--- config.mk ---
export PLATFORM = sky130hd
export DESIGN_NAME = pfop_div
export DESIGN_NICKNAME = d
export VERILOG_FILES = /design/src/rtl/core/assert_macros.svh /design/src/rtl/core/pfop_pkg.sv /design/src/rtl/core/pfop_div.sv
export SDC_FILE = /design/constraint.sdc
export NUM_CORES = 1
export LEC_CHECK = 0
export CAP_MARGIN = 40
export CORE_ASPECT_RATIO = 1.5
export CORE_MARGIN = 2
export CORE_UTILIZATION = 45
export CTS_BUF_LIST = sky130_fd_sc_hd__clkbuf_8
export DETAILED_ROUTE_END_ITERATION = 12
export DONT_BUFFER_PORTS = 1
export PLACE_DENSITY = 0.66
export SYNTH_ARGS = -nofsm -noshare
export SYNTH_HDL_FRONTEND = slang
export SYNTH_SLANG_ARGS = --single-unit
export TNS_END_PERCENT = 5
--- constraint.sdc ---
create_clock -name clk -period 2.2 [get_ports clk]
set_input_delay 0.33 -clock clk [delete_from_list [all_inputs] [get_ports clk]]
set_output_delay 0.33 -clock clk [all_outputs]
set_load 0.01 [all_outputs]
--- src/rtl/core/assert_macros.svh ---
// Assertion macros shared by the packet FIFO RTL.
// Depends on nothing; included by the top level only.
`ifndef ASSERT_MACROS_SVH
`define ASSERT_MACROS_SVH

// Same-cycle implication, disabled during reset.
`define PFOP_ASSERT_NOW(label, clk, rst, ante, cons) \
  label: assert property (@(posedge clk) disable iff (rst) (ante) |-> (cons)) \
    else $error("packet fifo assertion failed");

// Next-cycle implication, disabled during reset.
`define PFOP_ASSERT_NEXT(label, clk, rst, ante, cons) \
  label: assert property (@(posedge clk) disable iff (rst) (ante) |=> (cons)) \
    else $error("packet fifo assertion failed");

`endif

--- src/rtl/core/pfop_pkg.sv ---
// Package for the packet FIFO with overflow policy.
// Holds sizes, codes, state encoding and port structs; depends on nothing.
package pfop_pkg;

  localparam int DEPTH      = 1024;
  localparam int DATA_WIDTH = 64;
  localparam int PTR_W      = $clog2(DEPTH);
  localparam int CAP_W      = 11;
  localparam int PCT_W      = 7;
  localparam int NUM_W      = PTR_W + PCT_W;
  localparam int CNT_W      = 32;
  localparam int ITER_W     = $clog2(NUM_W + 1);
  localparam int REG_IDX_W  = 1;

  localparam logic [REG_IDX_W-1:0] REG_CAPACITY = 1'b0;
  localparam logic [REG_IDX_W-1:0] REG_POLICY   = 1'b1;

  localparam logic [CAP_W-1:0] CAP_MIN = CAP_W'(2);
  localparam logic [CAP_W-1:0] CAP_MAX = CAP_W'(DEPTH);
  localparam logic [PCT_W-1:0] PERCENT = PCT_W'(100);

  typedef enum logic [1:0] {
    KIND_WRITE = 2'd0,
    KIND_READ  = 2'd1,
    KIND_PEEK  = 2'd2,
    KIND_FLUSH = 2'd3
  } kind_t;

  typedef enum logic [1:0] {
    POL_DROP_OLDEST  = 2'd0,
    POL_DROP_NEWEST  = 2'd1,
    POL_BLOCK_WRITER = 2'd2
  } policy_t;

  typedef enum logic [1:0] {
    STAT_DONE     = 2'd0,
    STAT_DROPPED  = 2'd1,
    STAT_REPLACED = 2'd2
  } status_t;

  typedef enum logic [2:0] {
    ST_IDLE,
    ST_EXEC,
    ST_DIV,
    ST_WAIT,
    ST_DONE
  } state_t;

  typedef struct packed {
    logic [1:0]  kind;
    logic [63:0] data_in;
  } request_t;

  typedef struct packed {
    logic [1:0]  status;
    logic [63:0] data_out;
    logic [9:0]  fill_count;
    logic [6:0]  fill_percent;
    logic        full_flag;
    logic        overflow_seen;
    logic        underflow_seen;
    logic [31:0] overrun_count;
    logic [31:0] underrun_count;
    logic [31:0] written_count;
    logic [31:0] taken_count;
  } result_t;

  typedef struct packed {
    logic             start;
    logic [NUM_W-1:0] num;
    logic [CAP_W-1:0] den;
  } div_req_t;

  typedef struct packed {
    logic             done;
    logic [PCT_W-1:0] quot;
  } div_resp_t;

endpackage

--- src/rtl/core/pfop_div.sv ---
// Serial restoring divider for the fill percentage, one quotient bit per cycle.
// Depends on pfop_pkg.
module pfop_div (
  input  logic               clk,
  input  logic               rst,
  input  pfop_pkg::div_req_t  div_req,
  output pfop_pkg::div_resp_t div_resp
);
  import pfop_pkg::*;

  logic [CAP_W-1:0]  rem;
  logic [CAP_W-1:0]  den;
  logic [NUM_W-1:0]  num_sh;
  logic [NUM_W-1:0]  quot;
  logic [ITER_W-1:0] iter;
  logic              active;
  logic              done;
  logic [CAP_W:0]    trial;
  logic              fits;

  assign trial = {rem, num_sh[NUM_W-1]};
  assign fits  = trial >= {1'b0, den};

  always_ff @(posedge clk) begin
    if (rst) begin
      active <= 1'b0;
      done   <= 1'b0;
      iter   <= '0;
    end else begin
      done <= 1'b0;
      if (div_req.start) begin
        active <= 1'b1;
        iter   <= ITER_W'(NUM_W);
      end else if (active) begin
        iter <= iter - ITER_W'(1);
        if (iter == ITER_W'(1)) begin
          active <= 1'b0;
          done   <= 1'b1;
        end
      end
    end
  end

  always_ff @(posedge clk) begin
    if (div_req.start) begin
      rem    <= '0;
      den    <= div_req.den;
      num_sh <= div_req.num;
      quot   <= '0;
    end else if (active) begin
      num_sh <= {num_sh[NUM_W-2:0], 1'b0};
      quot   <= {quot[NUM_W-2:0], fits};
      if (fits) begin
        rem <= CAP_W'(trial - {1'b0, den});
      end else begin
        rem <= trial[CAP_W-1:0];
      end
    end
  end

  assign div_resp.done = done;
  assign div_resp.quot = quot[PCT_W-1:0];

endmodule

== Word-level counts from Yosys, hierarchy flattened ==
Index checks and enable logic that the tools add are counted.
Storage, ports and cells
  bits in writable memories: 0
  word-level logic and storage cells: 25
  bits of input ports: 31
  bits in read-only memories: 0
  output and inout bits: 8
  latch bits: 0
  register bits after elaboration: 53
  memories kept: 0
Cells by class
  add/subtract/negate cells: 2
  shift-type cells: 0
  eq/ne operators: 1
  div/mod/pow operators: 0
  $lt $le $gt $ge: 1
  reduce and logical (&&, ||, !) cells: 3
  multiplexer cells: 9
  bitwise gates (word level): 1
  multiply operators: 0
Operators with widths (count)
  two-way mux 17 bit: 2
  greater-or-equal comparator 12 x 11 -> 1 bit: 1
  two-way mux 11 bit: 1
  subtractor 11 bit: 1
  two-way mux 5 bit: 2
  == test 5 x 1 -> 1 bit, second input constant: 1
  subtractor 5 x 1 -> 5 bit, second input constant: 1
  two-way mux 1 bit: 4
  OR reduction 3 bit: 1
  nonzero test 2 bit: 1
  OR reduction 2 bit: 1
  inverter 1 bit: 1

== Longest topological paths before layout ==
Gate-level depths: netlist of the first run.
  depth in word-level cells: 4
  mapped depth: 10
  mapped depth without buffers: 9

== Worst setup path after synthesis of the first run ==
No wires, ideal clock.
  path kind: reg-to-reg
  from: register den[0]
  to: register rem[1]
  required time: 2.094 ns
  setup slack: -0.196 ns
  arrival: 2.290 ns
  period minus slack after synthesis: 2.396 ns
  stages on the path, launching flop included: 9
  buffers on the path: 0
  cell sequence: edfxtp_1 ha_1 fa_1 nand2b_1 a21oi_2 o21a_1 o41ai_4 or4b_2 o311ai_0
On the way
  word-level cells in the longest chain between the ends: 2
  elaborated cells between the ends (all ways): 3
RTL lines
  start: declaration: RTL line pfop_div.sv:12  | logic [CAP_W-1:0] den;
  start signal: assignment: RTL line pfop_div.sv:47  | den <= div_req.den;
  subtractor 11 bit or greater-or-equal comparator 12 x 11 -> 1 bit (tied branches): RTL line pfop_div.sv:54, pfop_div.sv:22
  two-way mux 11 bit (*): RTL line pfop_div.sv:53  | if (fits) begin
  end signal: assignment: RTL line pfop_div.sv:54  | rem <= CAP_W'(trial - {1'b0, den});
  end signal: assignment: RTL line pfop_div.sv:56  | rem <= trial[CAP_W-1:0];
  end: declaration: RTL line pfop_div.sv:11  | logic [CAP_W-1:0] rem;
Mark *: on every way between the ends. The rest lies on a longest branch, timed or not.
A chain may end at the register's enable or synchronous reset.

== Worst setup path in the final report of the first run ==
  from: register den[0]
  to: register rem[3]
Same word-level chain as after synthesis.

==> results of run 1 <==
## registers in the layout (all words and copies together), names as in the netlist
signal  count
active      1
den        11
done        1
iter        5
num_sh     17
quot        7
rem        11
## metrics by stage
| step | instances | area [um2] | utilization | hold slack (ps) |
|---|---|---|---|---|
| 6_report | 334 | 3045 | 0.5264 | 84.85 |
| 4_1_cts | 334 | 3039 | 0.5253 | 71.90 |
| 2_1_floorplan | 240 | 2715 | - | 399.1 |
| 3_5_place_dp | 326 | 2940 | 0.5082 | 402.6 |
| 5_1_grt | 334 | 3045 | 0.5264 | 65.40 |
| 3_3_place_gp | 326 | 2940 | 0.5082 | 400.5 |
## worst register-to-register path: stages (launching register included)
cell      delay (ps)
edfxtp_1         380
ha_2             190
fa_2             350
nand2b_4         160
a21oi_4          180
o21a_1           180
o41ai_4          100
buf_4            200
a211o_1          240
a311oi_2         250
## layer usage
metal	share of wire	vias up
met4	0.020	0
li1	-	921
met2	0.54	25
met1	0.41	844
met3	0.032	7
met5	0	-
## final cells by class
type	count	area [um2]	area share
Clock buffer	5	68.82	0.02260
Clock inverter	3	17.52	0.005752
Inverter	16	60.06	0.01972
Multi-Input combinational cell	160	1280	0.4203
Sequential cell	53	1341	0.4404
Tap cell	72	90.09	0.02958
Timing Repair Buffer	25	187.7	0.06163
## worst min-delay path by stage
stage | from | endpoint | slack [ps] | cells past startpoint
2_1_floorplan | rst | iter[0] | 400 | 1
3_3_place_gp | rst | iter[4] | 400 | 1
3_5_place_dp | rst | iter[0] | 400 | 1
4_1_cts | rst | iter[0] | 70 | 1
5_1_grt | rst | iter[4] | 70 | 1
6_report | rst | iter[4] | 80 | 1
## cell usage in the layout (no fill, tap or decap), types with 2 or more instances in the layout
cell,count
mux2_2,18
clkbuf_8,5
edfxtp_1,28
a2111oi_0,2
nand2b_1,3
buf_4,25
o21a_1,2
inv_1,16
nor2b_1,2
nand4_1,3
xnor2_1,8
xor2_1,3
nor4b_1,2
nand2_1,7
o21ai_0,4
a21oi_1,13
ha_1,12
mux2i_1,10
a211oi_1,7
dfxtp_1,25
nand3b_1,2
and2_1,3
nor2_1,23
nor3_1,5
## Yosys cell counts (all sizes together), types with 3 or more instances
cell	number
buf	4
inv	16
xnor2	8
nand2	7
o21ai	5
nand4	3
mux2	18
nor2	23
edfxtp	28
nor3	5
mux2i	10
dfxtp	25
xor2	3
and2	4
ha	13
nand2b	4
a211oi	8
clkbuf	7
a21oi	15
## power groups by stage
stage	clock (mW)	sequential [mW]	combinational, mW
final	0.537	1.17	0.490
after global routing	0.599	1.18	0.545
after CTS	0.562	1.17	0.492
after detailed placement	0	1.19	0.483
after global placement	0	1.19	0.478
after floorplan	0	1.18	0.356
## cell families after synthesis
family,after synthesis,synth area share
compound gates,46,0.1244
xor+xnor,11,0.03575
fa+ha+maj,14,0.06778
buf+inv,27,0.04179
flops,53,0.4977
mux,28,0.1123
simple gates,61,0.1202
## repair_timing
| action | 4_1_cts | 5_1_grt |
|---|---|---|
| hold buffers | 0 | 0 |
| endpoints found under the setup margin | 8 | 12 |
| endpoints found under the hold margin | 0 | 0 |
| resized for setup | 4 | 2 |
| pin swaps | 5 | 1 |
==> summary.txt, run 1 <==
Routing
  – DRC: 0
  – Via count: 1797
  – WL per Instance: 14.29 um
  – Final wirelength: 4774 um
  – Drt via density: 5.380
  – Antenna Nets Post-Route: 0
  – First-pass detailed-route iteration total: 4
  – 1st-iter DRT viols: 54

Logic synthesis
  – Cells after synthesis: 240
  – Yosys top cell by area: edfxtp_1
  – Largest cells by area after synthesis: edfxtp_1 31%, dfxtp_1 19%, mux2_2 7.5%
  – Post-Syn Nets: 285
  – Post-synthesis sequential area ratio: 0.4977
  – Ys async rst share: 0
  – Synthesized cell area: 0.002695 mm2
  – YS warnings: 0
  – Top FF cell, synth: edfxtp_1
  – Yosys top cell area share: 0.3120
  – #FFs+latches synth: 53
  – Post-synth cell types: 49
  – Number of synthesized flops with an enable pin: 28
  – Syn avg cell area: 11.23 um2

Placement
  – I/O Buffers: 0
  – Post-place setup slack: -128.0 ps
  – Final HPWL DP: 3544 um
  – Routability Congestion: 0.8813

Global routing
  – GR Layer Usage met2: 0.2727
  – Grt total ovfl: 0
  – Gr usage total: 0.1611
  – Initial antenna violation count: 0
  – First-pass GRT wire length: 8231 um
  – Vias in the first global route: 1786
  – Met1 Use GR: 0.1949
  – Largest net degree at the start of global routing: 55
  – Global routing's busiest layer: met2
  – Routing usage on met3: 0.03082

Power
  – NetSw: 589.5 uW
  – Maximum VDD drop: 0.0005902 V
  – Sw Share: 0.2684
  – Int Power: 1.607 mW
  – Gate power share: 0.223
  – Sequential share of power: 0.533
  – Power density over cell area: 721.2 mW/mm2
  – Clock network power share: 0.244
  – Power, Total: 2.196 mW
  – Leak Pwr: 1.206 nW

STA
  – Final worst slack: -102.0 ps
  – Slew @ Worst Pin: 452.6 ps
  – Final hold vios: 0
  – Setup violators final: 8
  – Maximum clock rate: 0.4344 GHz
  – Unrepaired setup endpoints after global routing: true
  – Worst slew margin: 0.6973
  – Period minus WS final: 2302 ps
  – Fin Setup TNS: -481.2 ps
  – Final Max Tran Viols: 0
  – Fin crit share: 1.046
  – Final Skew: 5.487 ps

Clocking
  – H-tree depth: 2
  – Root Buffer: clkbuf_8
  – Reg clk slew, reported paths: 90 ps
  – CTS tree: done
  – Cts bufs inserted: 5
  – Worst skew pair latency: 300 ps
  – Setup bufs post-CTS: 0
  – Clock sinks: 53
  – CTS Buffer Depth: 2

Setup path
  – Capture point of the worst path: rem[3]
  – Top delay family on crit path: compound AO/OA/AOI/OAI gates
  – Crit path launch type: register
  – Reg-to-reg endpoint: rem[3]
  – CP startpoint: den[0]
  – Critical Path Sink Type: register
  – Worst path slowest cell: edfxtp_1
  – R2R depth: 9
  – Largest fanout on the critical path: 7
  – Cells along the critical path: ha_2 > fa_2 > nand2b_4 > a21oi_4 > o21a_1 > o41ai_4 > buf_4 > a211o_1 > a311oi_2
  – R2R Path Start: den[0]
  – Buf/Inv on CP: 1
  – CP peak stage delay: 380 ps
  – Data required time of the worst path: 2420 ps
  – CP Depth: 9
  – Kind of critical path: reg -> reg
  – Critical path arrival: 2530 ps
  – R2r setup slk: -100 ps

Floorplanning
  – Die width: 67.19 um
  – Core area: 0.005786 mm2
  – Starting Density: 0.4658
  – IO Pins: 39
  – Die area: 0.006637 mm2
  – Row cnt: 34
  – Die H: 98.78 um

Final layout
  – Ant diodes: 0
  – Layout cell share with drive strength beyond 1: 0.2481
  – Fill count: 557
  – Area delta synth->final: 13.00%
  – Nets@finish: 306

Status
  – Status: finished, violations left
  – Failing checks: negative setup slack

Min path
  – Hold Crit Class: in -> reg

Job
  – MaxCap Viol Count: 0
Power figures use the tool's default switching activity.
==> inputs of run 2 (changes only) <==
==> constraint.sdc (replaced) <==
create_clock -name clk -period 2 [get_ports clk]
set_input_delay 0.3 -clock clk [delete_from_list [all_inputs] [get_ports clk]]
set_output_delay 0.3 -clock clk [all_outputs]
set_load 0.01 [all_outputs]
==> run 2 against run 1 <==
  * The run still ends with negative setup slack left
  * Combinational power grew 23%
  * Wire length rose by 5.1%
  * Die area stayed put
  * Utilization is 2.9 points higher
  * Clock skew up 6.1 ps
  * Final cell count increased by 5.7%
  * Sequential share of layout area fell by 2.3 points
  * Non-clock buffer count up 19
  * Hold slack worse by 44 ps
  * Count of clock-buffer cells in the layout unchanged
  * Clock power up 13%
  * Critical path depth is 1 higher
==> summary.txt, run 2 (synthesis gave the netlist of run 1 again) <==
STA
  – Setup violators final: 12 (+4)
  – Final Max Tran Viols: 0 (unchanged)
  – Fin Setup TNS: -2871 ps (-2389 ps)
  – Maximum clock rate: 0.4258 GHz (-2.0%)
  – Unrepaired setup endpoints after global routing: true
  – Worst slew margin: 0.7502 (+0.05289)
  – Final Skew: 11.60 ps (+6.108 ps)
  – Slew @ Worst Pin: 374.8 ps (-77.79 ps)
  – Fin crit share: 1.174 (+0.1279)
  – Period minus WS final: 2349 ps (+46.61 ps)
  – Final worst slack: -348.6 ps (-246.6 ps)
  – Final hold vios: 0 (unchanged)

Global routing
  – Grt total ovfl: 0 (unchanged)
  – Initial antenna violation count: 0 (unchanged)
  – GR Layer Usage met2: 0.2917 (+0.01904)
  – Routing usage on met3: 0.03881 (+0.007991)
  – Gr usage total: 0.1673 (+0.006255)
  – Global routing's busiest layer: met2
  – Largest net degree at the start of global routing: 55 (unchanged)
  – Vias in the first global route: 1916 (+7.3%)
  – First-pass GRT wire length: 8500 um (+3.3%)
  – Met1 Use GR: 0.1896 (-0.005349)

Final layout
  – Largest registers: num_sh x17, den x11, rem x11
  – Fin cells: 353 (+5.7%)
  – Nets@finish: 325 (+6.2%)
  – Number of flip-flops under the largest register name: 17 (unchanged)
  – Area delta synth->final: 19.27%
  – Most common cell after layout, fill and taps aside: buf_4
  – Fill count: 551 (-1.1%)
  – Layout cell share with drive strength beyond 1: 0.3060 (+0.05796)
  – Leading cell types in the layout, fill and taps excluded: 44 x buf_4, 28 x edfxtp_1, 25 x dfxtp_1
  – Ant diodes: 0 (unchanged)
  – Top reg by flops: num_sh

Clocking
  – Root Buffer: clkbuf_8
  – Cts bufs inserted: 5 (unchanged)
  – Clock sinks: 53 (unchanged)
  – Reg clk slew, reported paths: 100 ps (about the same)
  – H-tree depth: 2 (unchanged)
  – Worst skew pair latency: 310 ps (about the same)
  – CTS Buffer Depth: 2 (unchanged)
  – CTS tree: done

Floorplanning
  – Starting Density: 0.4658 (unchanged)
  – Die H: 98.78 um (unchanged)
  – Core area: 0.005786 mm2 (unchanged)
  – Die width: 67.19 um (unchanged)
  – IO Pins: 39 (unchanged)
  – Die area: 0.006637 mm2 (unchanged)
  – Row cnt: 34 (unchanged)

Job
  – MaxCap Viol Count: 0 (unchanged)

Routing
  – Final wirelength: 5017 um (+5.1%)
  – First-pass detailed-route iteration total: 4 (unchanged)
  – WL per Instance: 14.21 um (-0.57%)
  – Drt via density: 5.340 (-0.75%)
  – 1st-iter DRT viols: 80 (+48%)
  – Via count: 1885 (+4.9%)
  – Antenna Nets Post-Route: 0 (unchanged)
  – DRC: 0 (unchanged)

Power
  – Power density over cell area: 776.2 mW/mm2 (+7.6%)
  – Leak Pwr: 1.311 nW (+8.7%)
  – Power, Total: 2.495 mW (+14%)
  – Maximum VDD drop: 0.0005209 V (-12%)

Min path
  – Hold Crit Class: in -> reg
  – Hold Crit Endpoint: iter[4]
  – Hold Path Stages: 1 (unchanged)
  – Critical hold path startpoint: rst

Status
  – Status: finished, violations left
  – Failing checks: negative setup slack

Setup path
  – Critical Path Sink Type: register
  – Worst path slowest cell: edfxtp_1
  – Reg-to-reg endpoint: rem[0]
  – R2r setup slk: -350 ps (-250 ps)
  – Kind of critical path: reg -> reg
  – Crit path launch type: register
  – R2R Path Start: num_sh[16]
  – Critical path arrival: 2580 ps (+50 ps)
  – Cells along the critical path: inv_2 > ha_4 > fa_2 > nand2b_4 > a21oi_4 > o21a_1 > o41ai_4 > buf_4 > mux2_4 > a211oi_2
  – Data required time of the worst path: 2230 ps (-190 ps)
  – R2R depth: 10 (+1)
  – Largest fanout on the critical path: 4 (-3)
  – CP peak stage delay: 390 ps (about the same)

Placement
  – I/O Buffers: 0 (unchanged)
  – Inst Count DP: 343 (+5.2%)
  – Routability Congestion: 0.8841 (+0.32%)
  – Final HPWL DP: 3738 um (+5.5%)
==> run 2: cell count changes in the layout (fill, tap and decap cells not counted), sizes merged <==
cell  previous run  this run
buf             25        44
==> run 2: power by group <==
| group | switching (mW) | internal (mW) | total, mW |
|---|---|---|---|
| registers | 0.0452 | 1.24 | 1.29 |
| clock network | 0.361 | 0.245 | 0.606 |
| logic | 0.275 | 0.329 | 0.603 |
| total | 0.680 | 1.81 | 2.50 |
==> run 2: critical path, delay by kind of cell (launching register included) <==
| kind | cells | cell delay [ps] |
|---|---|---|
| AOI/OAI and AO/OA | 4 | 830 |
| DFF | 1 | 390 |
| adders and majority gates | 2 | 330 |
| muxes | 1 | 300 |
| buffers and inverters | 2 | 290 |
| and+or+nand+nor | 1 | 130 |
==> run 2: how the worst max path moves through the flow <==
stage / start / end / slack [ps] / depth (start not counted)
2_1_floorplan: den[0] / rem[10] / -250 / 8
3_3_place_gp: num_sh[16] / rem[0] / -270 / 10
3_5_place_dp: num_sh[16] / rem[0] / -330 / 10
4_1_cts: num_sh[16] / rem[0] / -370 / 10
5_1_grt: num_sh[16] / rem[0] / -490 / 10
6_report: num_sh[16] / rem[0] / -350 / 10
==> run 2: area by class of cell <==
| class | instances | area, um2 | area share |
|---|---|---|---|
| Sequential cell | 53 | 1341 | 0.4173 |
| Multi-Input combinational cell | 160 | 1306 | 0.4064 |
| Timing Repair Buffer | 44 | 330.3 | 0.1028 |
| Tap cell | 72 | 90.09 | 0.02803 |
| Clock buffer | 5 | 68.82 | 0.02141 |
| Inverter | 16 | 60.06 | 0.01868 |
| Clock inverter | 3 | 17.52 | 0.005450 |
==> run 2: metal layers <==
layer | wire length, um | vias up | share of wire
met1 | 1987 | 887 | 0.40
met3 | 210 | 9 | 0.042
li1 | - | 955 | -
met5 | 0 | - | 0
met4 | 119 | 0 | 0.024
met2 | 2699 | 34 | 0.54
==> run 2: stage by stage <==
step                hold slack (ps)  cell area (um2)    util  worst slack (ps)
floorplan                     369.1             2731       -            -248.7
global placement              370.4             3084  0.5331            -273.4
detailed placement            372.9             3084  0.5331            -333.0
CTS                           30.57             3171  0.5480            -367.0
global route                  29.61             3214  0.5556            -494.0
finish                        41.06             3214  0.5556            -348.6
==> run 2: timing repair <==
item	in CTS	in global routing
hold buffers	0	0
gates resized for setup	1	5
cloned	0	0
pin swaps	1	8
buffers inserted	0	2
endpoints found under the setup margin	12	12
==> inputs of run 3 (changes only) <==
--- a/config.mk
+++ b/config.mk
@@ -13,7 +13,8 @@
 export DETAILED_ROUTE_END_ITERATION = 12
 export DONT_BUFFER_PORTS = 1
 export PLACE_DENSITY = 0.66
+export SKIP_CTS_REPAIR_TIMING = 1
 export SYNTH_ARGS = -nofsm -noshare
 export SYNTH_HDL_FRONTEND = slang
 export SYNTH_SLANG_ARGS = --single-unit
-export TNS_END_PERCENT = 5
+export TNS_END_PERCENT = 20
==> run 3 against run 2 <==
  * The flow still finishes with violations (negative setup slack)
  * Critical path depth unchanged
  * Hold slack hardly changed
  * Clock power about the same
  * Global-route usage about the same
  * Wire length is 0.22% lower
  * Power hardly changed
  * Design area is the same
  * Critical endpoint unchanged
  * Largest cell class unchanged
==> summary.txt, run 3 (synthesis gave the netlist of run 1 again) <==
Clocking
  – Root Buffer: clkbuf_8
  – Cts bufs inserted: 5 (unchanged)
  – H-tree depth: 2 (unchanged)
  – CTS Buffer Depth: 2 (unchanged)
  – Clock sinks: 53 (unchanged)
  – Reg clk slew, reported paths: 100 ps (about the same)
  – CTS tree: done
  – Worst skew pair latency: 310 ps (about the same)

STA
  – Final Max Tran Viols: 0 (unchanged)
  – Final worst slack: -348.6 ps (+0.001000 ps)
  – Final Skew: 11.49 ps (-0.1011 ps)
  – Hold_ws: 40.82 ps (-0.2373 ps)
  – Fin crit share: 1.174 (about the same)
  – Period minus WS final: 2349 ps (-0.001000 ps)
  – Final hold vios: 0 (unchanged)
  – Maximum clock rate: 0.4258 GHz (about the same)
  – Setup violators final: 12 (unchanged)
  – Worst slew margin: 0.7501 (about the same)
  – Unrepaired setup endpoints after global routing: true
  – Fin Setup TNS: -2894 ps (-23.28 ps)
  – Slew @ Worst Pin: 374.8 ps (+0.001311 ps)

Final layout
  – Fill count: 551 (unchanged)
  – Ant diodes: 0 (unchanged)
  – Layout cell share with drive strength beyond 1: 0.3060 (unchanged)
  – Nets@finish: 325 (unchanged)
  – Most common cell after layout, fill and taps aside: buf_4
  – Number of flip-flops under the largest register name: 17 (unchanged)
  – Top reg by flops: num_sh
  – Area delta synth->final: 19.27% (unchanged)
  – Largest registers: num_sh x17, den x11, rem x11
  – Leading cell types in the layout, fill and taps excluded: 44 x buf_4, 28 x edfxtp_1, 25 x dfxtp_1

Setup path
  – Top delay family on crit path: compound AO/OA/AOI/OAI gates
  – Cells along the critical path: inv_2 > ha_4 > fa_2 > nand2b_4 > a21oi_4 > o21a_1 > o41ai_4 > buf_4 > mux2_4 > a211oi_2
  – Critical Path Sink Type: register
  – Data required time of the worst path: 2230 ps (about the same)
  – Critical path arrival: 2580 ps (about the same)
  – CP peak stage delay: 390 ps (about the same)
  – Worst path slowest cell: edfxtp_1
  – Kind of critical path: reg -> reg
  – Buf/Inv on CP: 2 (unchanged)
  – Largest fanout on the critical path: 4 (unchanged)
  – Crit path launch type: register

Routing
  – First-pass detailed-route iteration total: 4 (unchanged)
  – Drt via density: 5.394 (+1.0%)
  – Via count: 1904 (+1.0%)
  – DRC: 0 (unchanged)
  – WL per Instance: 14.18 um (-0.22%)
  – 1st-iter DRT viols: 86 (+7.5%)
  – Final wirelength: 5006 um (-0.22%)
  – Antenna Nets Post-Route: 0 (unchanged)

Global routing
  – Vias in the first global route: 1905 (-0.57%)
  – Largest net degree at the start of global routing: 55 (unchanged)
  – Initial antenna violation count: 0 (unchanged)
  – Grt total ovfl: 0 (unchanged)
  – Gr usage total: 0.1676 (+0.0002330)
  – First-pass GRT wire length: 8507 um (about the same)

Placement
  – I/O Buffers: 0 (unchanged)
  – Final HPWL DP: 3738 um (unchanged)
  – Post-place setup slack: -333.0 ps (unchanged)
  – Routability Congestion: 0.8841 (unchanged)

Power
  – Power density over cell area: 776.1 mW/mm2 (about the same)
  – Leak Pwr: 1.311 nW (about the same)
  – Power, Total: 2.495 mW (about the same)
  – Maximum VDD drop: 0.0005209 V (about the same)

Floorplanning
  – IO Pins: 39 (unchanged)
  – Core area: 0.005786 mm2 (unchanged)
  – Die area: 0.006637 mm2 (unchanged)
  – Die width: 67.19 um (unchanged)
  – Starting Density: 0.4658 (unchanged)
  – Die H: 98.78 um (unchanged)
  – Row cnt: 34 (unchanged)

Job
  – MaxCap Viol Count: 0 (unchanged)

Status
  – Failing checks: negative setup slack
  – Status: finished, violations left

Min path
  – Hold Crit Class: in -> reg
==> run 3: cell types whose count changed in the layout (fill, tap and decap cells not counted) <==
cell / previous run / this run
o21ai_0: 4 / 5
o21ai_1: 1 / 0
==> run 3: final timing paths <==
kind         slack (ps)  startpoint  cells after the start      end
max                -350  num_sh[16]                     10   rem[0]
max reg2reg        -350  num_sh[16]                     10   rem[0]
min                  40         rst                      1  iter[4]
min reg2reg         520      rem[9]                      2  rem[10]
==> run 3: power by group <==
part,internal (mW),switching (mW),leakage (nW)
sequential,1.24,0.0453,0.484
combinational,0.329,0.274,0.778
clock,0.245,0.361,0.0497
==> run 3: routing by layer <==
| layer | global-route usage | share of wire |
|---|---|---|
| met4 | 0.07221 | 0.025 |
| met3 | 0.03881 | 0.042 |
| met5 | 0 | 0 |
| met1 | 0.1918 | 0.40 |
| met2 | 0.2902 | 0.54 |
==> run 3: worst register-to-register path, delay by kind of cell (launching register included) <==
family	cells	cell delay, ps
multiplexers	1	300
adder cells (fa/ha/maj)	2	330
AO/OA/AOI/OAI	4	830
AND/OR/NAND/NOR	1	130
flip-flops	1	390
buffers and inverters	2	290
==> run 3: through the flow <==
step | instances | instance area [um2] | utilization
2_1_floorplan | 240 | 2731 | -
3_3_place_gp | 343 | 3084 | 0.5331
3_5_place_dp | 343 | 3084 | 0.5331
4_1_cts | 351 | 3171 | 0.5480
5_1_grt | 353 | 3214 | 0.5556
6_report | 353 | 3214 | 0.5556
==> run 3: area by class of cell <==
type / instances / area (um2) / area share
timing repair buffer: 44 / 330.3 / 0.1028
multi-input combinational: 160 / 1306 / 0.4064
clock buffer: 5 / 68.82 / 0.02141
tap: 72 / 90.09 / 0.02803
clock inverter: 3 / 17.52 / 0.005450
sequential: 53 / 1341 / 0.4173
inverter: 16 / 60.06 / 0.01868
